<file path="config.mk">
export PLATFORM = sky130hd
export DESIGN_NAME = indexed_shift_list
export DESIGN_NICKNAME = d
export VERILOG_FILES = /design/src/rtl/isl_pkg.sv /design/src/rtl/indexed_shift_list.sv /design/src/rtl/isl_cell.sv /design/src/rtl/isl_ctrl.sv
export SDC_FILE = /design/constraint.sdc
export NUM_CORES = 2
export LEC_CHECK = 0
export BUFFER_PORTS_ARGS = -buffer_cell sky130_fd_sc_hd__buf_2
export CORE_ASPECT_RATIO = 1.2
export CORE_MARGIN = 10
export CORE_UTILIZATION = 45
export CTS_CLUSTER_DIAMETER = 50
export DETAILED_ROUTE_END_ITERATION = 7
export SYNTH_ARGS = -nofsm -noshare
export SYNTH_HDL_FRONTEND = slang
export SYNTH_SLANG_ARGS = --single-unit
</file>
<file path="constraint.sdc">
create_clock -name clk_i -period 7.7 [get_ports clk_i]
set_clock_uncertainty 0.1 [all_clocks]
set_input_delay 0.77 -clock clk_i [delete_from_list [all_inputs] [get_ports clk_i]]
set_output_delay 0.77 -clock clk_i [all_outputs]
set_load 0.005 [all_outputs]
</file>
<file path="src/rtl/isl_pkg.sv">
// isl_pkg: shared types, codes and defaults for the indexed shift list.
// Used by isl_cell, isl_ctrl and indexed_shift_list; depends on nothing.
`timescale 1ns / 1ps
`default_nettype none

package isl_pkg;

  // Defaults for the top-level parameters
  localparam int CapacityDef  = 16;
  localparam int DataWidthDef = 32;

  // Cell index width, wide enough for a capacity of up to 256 cells
  localparam int LIST_IDX_W = 8;

  // Operation codes
  localparam logic [1:0] OP_INSERT = 2'd0;
  localparam logic [1:0] OP_REMOVE = 2'd1;
  localparam logic [1:0] OP_READ   = 2'd2;
  localparam logic [1:0] OP_CLEAR  = 2'd3;

  // Status codes
  localparam logic [1:0] ST_OK    = 2'd0;
  localparam logic [1:0] ST_FULL  = 2'd1;
  localparam logic [1:0] ST_RANGE = 2'd2;
  localparam logic [1:0] ST_EMPTY = 2'd3;

  typedef struct packed {
    logic [1:0]  operation;
    logic [4:0]  position;
    logic [31:0] value_in;
  } cmd_t;

  typedef struct packed {
    logic [31:0] value_out;
    logic [4:0]  entry_count;
    logic [1:0]  status;
  } res_t;

  // Broadcast from the controller to every cell of the chain
  typedef struct packed {
    logic                  shift_up;
    logic                  shift_down;
    logic                  clear;
    logic [LIST_IDX_W-1:0] from_idx;
  } cell_ctrl_t;

  // Outcome of one operation, for the result register
  typedef struct packed {
    logic [1:0] status;
    logic       take_value;
  } op_status_t;

endpackage

`default_nettype wire

</file>
<file path="src/rtl/indexed_shift_list.sv">
// indexed_shift_list: top level; an ordered list kept in a chain of cells.
// Depends on isl_pkg, isl_ctrl and isl_cell.
//
//   channel  | handshake              | payload
//   ---------+------------------------+-----------------------------------
//   command  | start_i / busy_o       | cmd_i (operation, position, value_in)
//   result   | res_valid_o (strobe)   | res_o (value_out, entry_count, status)
//
// A command transaction is taken at every edge where start_i is high; busy_o
// never rises, so one transaction enters per clock cycle.
// Its result is registered; res_valid_o strobes it for exactly one cycle, the cycle after acceptance.
// Insert and remove move every later cell by one slot in that same cycle:
// each cell loads from its left or right neighbor, so the chain sets no limit.
// Reset clears every cell and the count at once; no sweep is needed.
// The receiver cannot stall; a result not taken in its cycle is gone.
`timescale 1ns / 1ps
`default_nettype none

module indexed_shift_list #(
  parameter int CAPACITY   = isl_pkg::CapacityDef,
  parameter int DATA_WIDTH = isl_pkg::DataWidthDef
) (
  input  wire logic          clk_i,
  input  wire logic          rst_ni,
  input  wire logic          start_i,
  output logic               busy_o,
  input  wire isl_pkg::cmd_t cmd_i,
  output logic               res_valid_o,
  output isl_pkg::res_t      res_o
);

  localparam int CNT_W = $clog2(CAPACITY + 1);
  localparam int IDX_W = $clog2(CAPACITY);

  isl_pkg::cell_ctrl_t   cell_ctrl;
  isl_pkg::op_status_t   op_status;
  logic [DATA_WIDTH-1:0] ins_data;
  logic [CNT_W-1:0]      count_d, count_q;
  logic [DATA_WIDTH-1:0] cell_data [CAPACITY];

  logic                  accept;
  logic [8:0]            pos9, cnt_d9, cnt_q9;
  logic [DATA_WIDTH-1:0] rd_data;
  logic [63:0]           rd_ext;

  isl_pkg::res_t res_q, res_d;
  logic          res_valid_q;

  // No backpressure: every start is accepted
  assign busy_o = 1'b0;
  assign accept = start_i & ~busy_o;

  isl_ctrl #(
    .CAPACITY  (CAPACITY),
    .DATA_WIDTH(DATA_WIDTH)
  ) u_ctrl (
    .clk_i      (clk_i),
    .rst_ni     (rst_ni),
    .start_i    (accept),
    .cmd_i      (cmd_i),
    .cell_ctrl_o(cell_ctrl),
    .ins_data_o (ins_data),
    .op_status_o(op_status),
    .count_d_o  (count_d),
    .count_q_o  (count_q)
  );

  // The chain: cell 0 has nothing on its left, the last cell pulls in zero
  // from its right so the freed slot is cleared on remove.
  for (genvar i = 0; i < CAPACITY; i++) begin : g_cell
    logic [DATA_WIDTH-1:0] left, right;
    if (i == 0) begin : g_first
      assign left = '0;
    end else begin : g_mid_l
      assign left = cell_data[i-1];
    end
    if (i == CAPACITY - 1) begin : g_last
      assign right = '0;
    end else begin : g_mid_r
      assign right = cell_data[i+1];
    end
    isl_cell #(
      .DATA_WIDTH(DATA_WIDTH),
      .INDEX     (i)
    ) u_cell (
      .clk_i     (clk_i),
      .rst_ni    (rst_ni),
      .ctrl_i    (cell_ctrl),
      .ins_data_i(ins_data),
      .left_i    (left),
      .right_i   (right),
      .data_o    (cell_data[i])
    );
  end

  // Pick the addressed entry before the chain moves; out-of-range picks are
  // masked by take_value.
  assign pos9    = {4'b0, cmd_i.position};
  assign cnt_d9  = 9'(count_d);
  assign cnt_q9  = 9'(count_q);
  assign rd_data = cell_data[pos9[IDX_W-1:0]];
  assign rd_ext  = 64'(rd_data);

  always_comb begin
    res_d.value_out   = op_status.take_value ? rd_ext[31:0] : 32'd0;
    res_d.entry_count = cnt_d9[4:0];
    res_d.status      = op_status.status;
  end

  // Register the result of each accepted transaction; payload needs no reset
  always_ff @(posedge clk_i) begin
    if (accept) begin
      res_q <= res_d;
    end
  end

  always_ff @(posedge clk_i or negedge rst_ni) begin
    if (!rst_ni) begin
      res_valid_q <= 1'b0;
    end else begin
      res_valid_q <= accept;
    end
  end

  assign res_valid_o = res_valid_q;
  assign res_o       = res_q;

  // Each accepted transaction yields exactly one strobe, in the next cycle
  a_one_result: assert property (@(posedge clk_i) disable iff (!rst_ni)
    accept |=> res_valid_o)
    else $error("accepted transaction produced no result");

  a_no_spurious: assert property (@(posedge clk_i) disable iff (!rst_ni)
    !accept |=> !res_valid_o)
    else $error("result strobe without a transaction");

  // Count stays within capacity
  a_count_bound: assert property (@(posedge clk_i) disable iff (!rst_ni)
    cnt_q9 <= 9'(CAPACITY))
    else $error("entry count beyond capacity");

  // The first slot past the end of the list is always empty
  a_tail_zero: assert property (@(posedge clk_i) disable iff (!rst_ni)
    (cnt_q9 < 9'(CAPACITY)) |-> (cell_data[cnt_q9[IDX_W-1:0]] == '0))
    else $error("slot past the end of the list holds data");

  // Clear reports an empty list and no data
  a_clear: assert property (@(posedge clk_i) disable iff (!rst_ni)
    (accept && cmd_i.operation == isl_pkg::OP_CLEAR)
      |=> (res_o.entry_count == 5'd0 && res_o.value_out == 32'd0))
    else $error("clear left entries behind");

endmodule

`default_nettype wire

</file>
<file path="src/rtl/isl_cell.sv">
// isl_cell: one slot of the list; holds a word and trades it with its neighbors.
// Depends on isl_pkg.
`timescale 1ns / 1ps
`default_nettype none

module isl_cell #(
  parameter int DATA_WIDTH = isl_pkg::DataWidthDef,
  parameter int INDEX      = 0
) (
  input  wire logic                  clk_i,
  input  wire logic                  rst_ni,
  input  wire isl_pkg::cell_ctrl_t   ctrl_i,
  input  wire logic [DATA_WIDTH-1:0] ins_data_i,
  input  wire logic [DATA_WIDTH-1:0] left_i,
  input  wire logic [DATA_WIDTH-1:0] right_i,
  output logic      [DATA_WIDTH-1:0] data_o
);

  localparam logic [isl_pkg::LIST_IDX_W-1:0] CellIdx = isl_pkg::LIST_IDX_W'(INDEX);

  logic [DATA_WIDTH-1:0] data_q, data_d;

  always_comb begin
    data_d = data_q;
    priority if (ctrl_i.clear) begin
      data_d = '0;
    end else if (ctrl_i.shift_up && CellIdx == ctrl_i.from_idx) begin
      data_d = ins_data_i;
    end else if (ctrl_i.shift_up && CellIdx > ctrl_i.from_idx) begin
      data_d = left_i;
    end else if (ctrl_i.shift_down && CellIdx >= ctrl_i.from_idx) begin
      data_d = right_i;
    end else begin
      data_d = data_q;
    end
  end

  always_ff @(posedge clk_i or negedge rst_ni) begin
    if (!rst_ni) begin
      data_q <= '0;
    end else begin
      data_q <= data_d;
    end
  end

  assign data_o = data_q;

endmodule

`default_nettype wire

</file>
<file path="src/rtl/isl_ctrl.sv">
// isl_ctrl: decodes a command, checks it against the entry count and drives
// the cell chain. Holds the count register. Depends on isl_pkg.
`timescale 1ns / 1ps
`default_nettype none

module isl_ctrl #(
  parameter int CAPACITY   = isl_pkg::CapacityDef,
  parameter int DATA_WIDTH = isl_pkg::DataWidthDef
) (
  input  wire logic                          clk_i,
  input  wire logic                          rst_ni,
  input  wire logic                          start_i,
  input  wire isl_pkg::cmd_t                 cmd_i,
  output isl_pkg::cell_ctrl_t                cell_ctrl_o,
  output logic      [DATA_WIDTH-1:0]         ins_data_o,
  output isl_pkg::op_status_t                op_status_o,
  output logic      [$clog2(CAPACITY+1)-1:0] count_d_o,
  output logic      [$clog2(CAPACITY+1)-1:0] count_q_o
);

  localparam int CNT_W = $clog2(CAPACITY + 1);

  logic [CNT_W-1:0] count_q, count_d;
  logic [8:0]       pos9, cnt9;
  logic [63:0]      val_ext;
  logic [DATA_WIDTH-1:0] val;

  assign pos9    = {4'b0, cmd_i.position};
  assign cnt9    = 9'(count_q);
  assign val_ext = 64'(cmd_i.value_in);
  assign val     = val_ext[DATA_WIDTH-1:0];

  always_comb begin
    count_d     = count_q;
    cell_ctrl_o = '0;
    op_status_o = '{status: isl_pkg::ST_OK, take_value: 1'b0};
    if (start_i) begin
      unique case (cmd_i.operation)
        isl_pkg::OP_INSERT: begin
          priority if (val == '0) begin
            op_status_o.status = isl_pkg::ST_EMPTY;
          end else if (cnt9 >= 9'(CAPACITY)) begin
            op_status_o.status = isl_pkg::ST_FULL;
          end else begin
            // An index past the end appends
            cell_ctrl_o.shift_up = 1'b1;
            cell_ctrl_o.from_idx = (pos9 > cnt9) ? cnt9[isl_pkg::LIST_IDX_W-1:0]
                                                 : pos9[isl_pkg::LIST_IDX_W-1:0];
            count_d = count_q + CNT_W'(1);
          end
        end
        isl_pkg::OP_REMOVE: begin
          if (pos9 >= cnt9) begin
            op_status_o.status = isl_pkg::ST_RANGE;
          end else begin
            cell_ctrl_o.shift_down = 1'b1;
            cell_ctrl_o.from_idx   = pos9[isl_pkg::LIST_IDX_W-1:0];
            op_status_o.take_value = 1'b1;
            count_d = count_q - CNT_W'(1);
          end
        end
        isl_pkg::OP_READ: begin
          if (pos9 >= cnt9) begin
            op_status_o.status = isl_pkg::ST_RANGE;
          end else begin
            op_status_o.take_value = 1'b1;
          end
        end
        isl_pkg::OP_CLEAR: begin
          cell_ctrl_o.clear = 1'b1;
          count_d = '0;
        end
        default: begin
          count_d = count_q;
        end
      endcase
    end
  end

  always_ff @(posedge clk_i or negedge rst_ni) begin
    if (!rst_ni) begin
      count_q <= '0;
    end else begin
      count_q <= count_d;
    end
  end

  assign ins_data_o = val;
  assign count_d_o  = count_d;
  assign count_q_o  = count_q;

endmodule

`default_nettype wire

</file>
# == After elaboration in Yosys (flattened, before gate mapping) ==
# Index checks and enable logic that the tools add are counted.
# word_totals
word_cells,236
inputBits,42
ff_bits,557
out_inout_bits,41
# op_classes
eq_ne,18
n_bitwise,1
n_lt_le_gt_ge,36
reduce_logical,68
n_mux,90
add_sub_neg,2
# ops
op,n
$mux 32,66
$bmux 32 s4,1
$eq 4x8->1 const A,8
$ge 4x8->1 const A,8
$gt 4x8->1 const A,8
$reduce_bool 4->1,16
$logic_and 1x1->1,48
$eq 3x8->1 const A,4
$ge 3x8->1 const A,4
$gt 3x8->1 const A,4
$logic_not 32->1,1
$mux 5,6
$eq 2x8->1 const A,2
$ge 1x8->1 const A,2
$ge 2x8->1 const A,2
$gt 1x8->1 const A,2
$gt 2x8->1 const A,2
$mux 8,2
$pmux 8 s2,1
$pmux 5 s3,1
$mux 11,1
$ge 5x5->1 const B,2
$mux 1,9
$eq 1x8->1 const A,1
other kinds (12),14

# == Logic depth before layout (Yosys ltp) ==
# logic_depth
ltp_word,12
depth_mapped,16
ltp_nobuf,11

# == Cells and area by module ==
# From an unflattened synthesis, not the netlist that was laid out.
# hier_totals
hier_cells,4021
area_unflattened_um2,40750.3
# modules_own_cells
module,seq_area_each_um2,area_each_um2,cells_per_inst,instances
indexed_shift_list,1196.1,5756.8,573,1
isl_cell at g_cell[6].u_cell,800.8,2800.2,272,1
isl_cell at g_cell[4].u_cell,800.8,2676.3,270,1
isl_cell at g_cell[9].u_cell,800.8,2293.4,242,1
isl_cell at g_cell[7].u_cell,800.8,2242.2,224,1
isl_cell at g_cell[11].u_cell,800.8,2222.1,243,1
isl_cell at g_cell[15].u_cell,800.8,2205.9,254,1
isl_cell at g_cell[8].u_cell,800.8,2154.6,233,1
isl_cell at g_cell[0].u_cell,800.8,2134.5,187,1
isl_cell at g_cell[14].u_cell,800.8,2128.3,225,1
isl_cell at g_cell[3].u_cell,800.8,1935.6,151,1
isl_cell at g_cell[13].u_cell,800.8,1925.6,192,1
isl_cell at g_cell[12].u_cell,800.8,1903.1,197,1
isl_cell at g_cell[1].u_cell,800.8,1885.6,149,1
+4 rows,-,-,-,-

# == Worst setup path after synthesis ==
# OpenSTA, ideal clock, no wires.
# synth_timing
kind,input to register
start,input port cmd_i[33] (netlist name)
end,register g_cell[6].u_cell.data_q[10]
arrival_ns,3.500
n_path_buf,5
stages,15
slack_ns,3.975
path_cell_list,ha_1 buf_4 nor2b_2 o31ai_4 a221oi_1 o21ai_2 and2_1 buf_4 o21ai_2 and2_1 clkbuf_2 and3_1 buf_4 buf_6 mux2_4
# synth_between
elab_chain_cells,11
# synth_lines
element,line_no,source
from (decl),indexed_shift_list.sv:27,"input wire isl_pkg::cmd_t cmd_i,"
$gt 5x5->1,isl_ctrl.sv:47,cell_ctrl_o.from_idx = (pos9 > cnt9) ? cnt9[isl_pkg::LIST_IDX_W-1:0]
$mux 5,isl_ctrl.sv:47,
$mux 8,isl_ctrl.sv:42,end else if (cnt9 >= 9'(CAPACITY)) begin
$mux 8,isl_ctrl.sv:40,priority if (val == '0) begin
$pmux 8 s2,isl_ctrl.sv:38,unique case (cmd_i.operation)
$mux 11 *,isl_ctrl.sv:37,if (start_i) begin
$gt 3x8->1,isl_cell.sv:29,end else if (ctrl_i.shift_up && CellIdx > ctrl_i.from_idx) begin
$logic_and 1x1->1,isl_cell.sv:29,
$mux 32,isl_cell.sv:29,
$mux 32,isl_cell.sv:27,end else if (ctrl_i.shift_up && CellIdx == ctrl_i.from_idx) begin
$mux 32,isl_cell.sv:25,priority if (ctrl_i.clear) begin
to (signal assigned),isl_cell.sv:42,data_q <= data_d;
to (decl),isl_cell.sv:21,"logic [DATA_WIDTH-1:0] data_q, data_d;"
# Every way passes the cells marked *; elsewhere a longest branch is shown, timed or not.
# A chain may end at the register's enable or synchronous reset.

# == Worst setup path after layout ==
# layout_timing
start,input port cmd_i[32] (netlist name)
end,register g_cell[1].u_cell.data_q[22]
# layout_between
elab_chain_cells,11
# layout_lines
element,line_no
$gt 5x5->1,isl_ctrl.sv:47
$mux 5,isl_ctrl.sv:47
$mux 8,isl_ctrl.sv:42
$mux 8,isl_ctrl.sv:40
$pmux 8 s2,isl_ctrl.sv:38
$mux 11 *,isl_ctrl.sv:37
$gt 1x8->1,isl_cell.sv:29
$logic_and 1x1->1,isl_cell.sv:29
$mux 32,isl_cell.sv:29
$mux 32,isl_cell.sv:27
$mux 32,isl_cell.sv:25
to (signal assigned),isl_cell.sv:42
to (decl),isl_cell.sv:21
# Marks and branches as above.

==> impl_metrics.csv <==
group,metric,value,unit
power,ir_drop,180.0,uV
routing,post_drt_wl_per_cell,29.63,um
critical_path,critPathLaunchType,"primary input",
job,drv_cap,0,
clock_tree,cts_buffer_depth,3,
yosys,async_reset_ff_share,93.00,%
yosys,yosys-top-cells-area,"dfrtp_1 37%, mux4_2 10%, nand2_1 7.8%",
clock_tree,h-tree-depth,3,
power,comb_power_share,27.0,%
routing,dr.first_iter.drc_count,3683,
min_path,hold_class,"primary input to asynchronous set/reset pin",
place,hpwlAfterDp,82070,um
routing,vias_per_cell,6.849,
yosys,yosys.area_share.simple,14.86,%
clock_tree,cts_root_buf,"clkbuf_16",
power,seq_power_share,40.2,%
power,p_switching,3.724,mW
place,placed_area,0.03599,mm^2
floorplanning,die_h,325.2,um
routing,drt_wl_total,138500,um
timing,hold_viol,0,
timing,fmax,182.3,MHz
timing,whs,24.54,ps
yosys,synth_cells,3764,
clock_tree,post_cts_buffers,0,
floorplanning,die_area,0.08922,mm^2
yosys,ys_types,73,
timing,fin_crit,5484,ps
grt,grt_max_degree,157,
final_layout,fillCellCount,7108,
clock_tree,numCtsBuffers,72,
floorplanning,core,0.07666,mm^2
yosys,synth-seq-cells,557,
yosys,mappedNetlistArea,0.03493,mm^2
yosys,synth_commonest_cells,"724 x nand2_1, 518 x dfrtp_1, 345 x o21ai_0, 271 x clkbuf_1, 209 x nor2_1",
clock_tree,clock-sinks,557,
power,p_leak,15.92,nW
critical_path,reg2reg_depth,12,
grt,antenna_found_initial,5,
yosys,yosysTopAreaCellShare,37.10,%
yosys,avgSynthCellArea,9.281,um^2
final_layout,final_layout_size_suffix_gt1_share,17.10,%
clock_tree,cts_tree,"done",
timing,setup_viol,0,
timing,slew_viol_final,0,
yosys,muxShareOfSynthArea,17.35,%
critical_path,worstSetupEndpointType,"flop",
power,finalPower,10.54,mW
power,p_sw_share,35.33,%
floorplanning,ios,83,
timing,setup-tns-final,0,ps
yosys,synth_edf_count,39,
power,p_int,6.816,mW
final_layout,nets,3652,
grt,globalRouteOverflowTotal,0,
critical_path,cp_max_fo,62,
yosys,synth_xor_area_share,0,%
clock_tree,postCtsHoldBufs,0,
grt,grt_pass1_vias,30900,
critical_path,critical_path_class,"primary input to flop",
power,p_per_area,274.4,mW/mm^2
final_layout,post-route-cell-area,0.03841,mm^2
routing,detail-route-antenna-nets,0,
grt,grt_pass1_wl,206200,um
yosys,ys_seq_area_share,40.46,%
routing,drc,0,
status,status,"complete, no violations",
yosys,yosysMostFrequentCell,"nand2_1",
timing,period_share,71.22,%
floorplanning,row_count,111,
yosys,synth_top_family_by_area,"compound AO/OA/AOI/OAI gates",
critical_path,crit_required,8140,ps
floorplanning,die_w,274.4,um
yosys,synth_compound_area_share,21.57,%
timing,worstMarginPinSlew,1320,ps
critical_path,critPathArrivalTime,5920,ps
clock_tree,clkTransAtPathRegs,60,ps
yosys,ys_warn_count,0,
routing,vias,32010,
clock_tree,insertion_delay,660,ps
place,portBuffers,81,
yosys,synth_area_leader_cell,"dfrtp_1",
yosys,syn_nets,3819,
final_layout,area_growth_syn_to_layout,9.960,%
timing,relSlewSlack,11.78,%
routing,drt_pre_antenna_iters,6,
place,gp_congestion,0.9106,
timing,grt_setup_unrepaired,"false",
clock_tree,cts_resized,0,
power,p_clk_share,32.8,%
yosys,yosys.area_share.adder,0.4656,%
grt,grt_usage,30.48,%
yosys,yosys_most_used_dff,"dfrtp_1",
floorplanning,initial_core_util,45.57,%
-- placed cells by master (no fill, tap or decap), types with 7 or more instances in the layout --
master,Yosys,routed
nand2_1,724,720
o211ai_1,34,34
mux2_2,61,61
a211oi_1,66,66
a21oi_4,0,7
a22oi_1,34,34
mux2_4,20,20
o221ai_1,34,33
clkbuf_16,0,74
a311oi_2,9,8
nor2_4,0,8
inv_1,8,8
o21ai_1,174,174
a22o_1,131,131
and3_1,103,101
o22ai_1,65,65
clkinv_2,0,9
mux4_2,160,160
buf_2,104,77
nor2b_1,36,35
a31oi_1,100,98
a311oi_1,24,24
o21ai_0,345,344
nor2_1,209,201
ha_1,13,13
mux2i_1,130,130
buf_4,12,96
a21oi_1,81,75
dfrtp_1,518,518
nand4_1,7,7
nand3_1,80,74
clkbuf_8,0,14
edfxtp_1,39,39
clkbuf_1,271,13
mux2_1,15,15
a32oi_1,32,32
-- registers in the layout, indices dropped and copies added, names as in the netlist --
name and cells:
u_ctrl.count_q_o 5, res_o 39, res_valid_o 1, g_cell.u_cell.data_o 512
-- kinds of logic after synthesis --
kind of cell    Yosys count
flops                   557
mux                     386
buf+inv                 429
simple gates           1207
other cells               1
compound gates         1171
fa+ha+maj                13
-- critical path, stage by stage --
cell,delay [ps]
buf_8,540
inv_1,190
ha_1,330
and4_1,320
nand2_1,210
o211ai_1,160
a31oi_2,220
or2_1,600
o21ai_4,740
nand2_2,830
buf_4,510
a211oi_1,280
o21ai_1,90
-- layer usage --
metal	global-route usage [%]	wire length [um]	part of all wire (%)
met4	18.26	9015	6.5
met1	38.18	51600	37
met3	5.965	13540	9.8
met2	48.11	64320	46
met5	0	27	0.019
-- area by class of cell --
type                       count  area, um^2  area share, %
inverter                       8       30.03        0.07817
timing repair buffer         180        1227          3.195
tap                         1017        1272          3.312
antenna                        3       7.507        0.01954
clock inverter                30       319.1         0.8306
clock buffer                 101        2093          5.449
sequential                   557       14130          36.79
multi-input combinational   2778       19330          50.32
-- power by group through the flow --
stage | clock network [mW] | logic, mW | registers [mW]
global route | 3.61 | 3.07 | 4.33
finish | 3.46 | 2.84 | 4.24
CTS | 3.48 | 2.80 | 4.22
detailed placement | 0 | 2.79 | 4.27
global placement | 0 | 2.75 | 4.26
floorplan | 0 | 2.03 | 4.04
-- path summary, 6_finish.rpt --
path | to | start | slack, ps
worst max-delay path | g_cell[1].u_cell.data_o[22]$_DFFE_PN0P_ | cmd_i[32] | 2220
worst min-delay path | res_valid_o$_DFF_PN0_ | rst_ni | 20
worst max register to register | g_cell[1].u_cell.data_o[22]$_DFFE_PN0P_ | u_ctrl.count_q_o[1]$_DFF_PN0_ | 2440
worst min register to register | g_cell[15].u_cell.data_o[14]$_DFFE_PN0P_ | g_cell[15].u_cell.data_o[14]$_DFFE_PN0P_ | 400
max in group asynchronous | g_cell[7].u_cell.data_o[22]$_DFFE_PN0P_ | rst_ni | 5720
min in group clk_i | g_cell[15].u_cell.data_o[14]$_DFFE_PN0P_ | g_cell[15].u_cell.data_o[14]$_DFFE_PN0P_ | 400
-- through the flow --
| stage | utilization [%] | std cells | setup slack, ps |
|---|---|---|---|
| floorplan | - | 3764 | 3975 |
| global placement | 46.95 | 4540 | 1729 |
| detailed placement | 46.95 | 4540 | 1677 |
| CTS | 50.10 | 4671 | 2335 |
| global route | 50.10 | 4672 | 1792 |
| finish | 50.11 | 4674 | 2216 |
No activity file was read; power rests on OpenSTA's default activity.
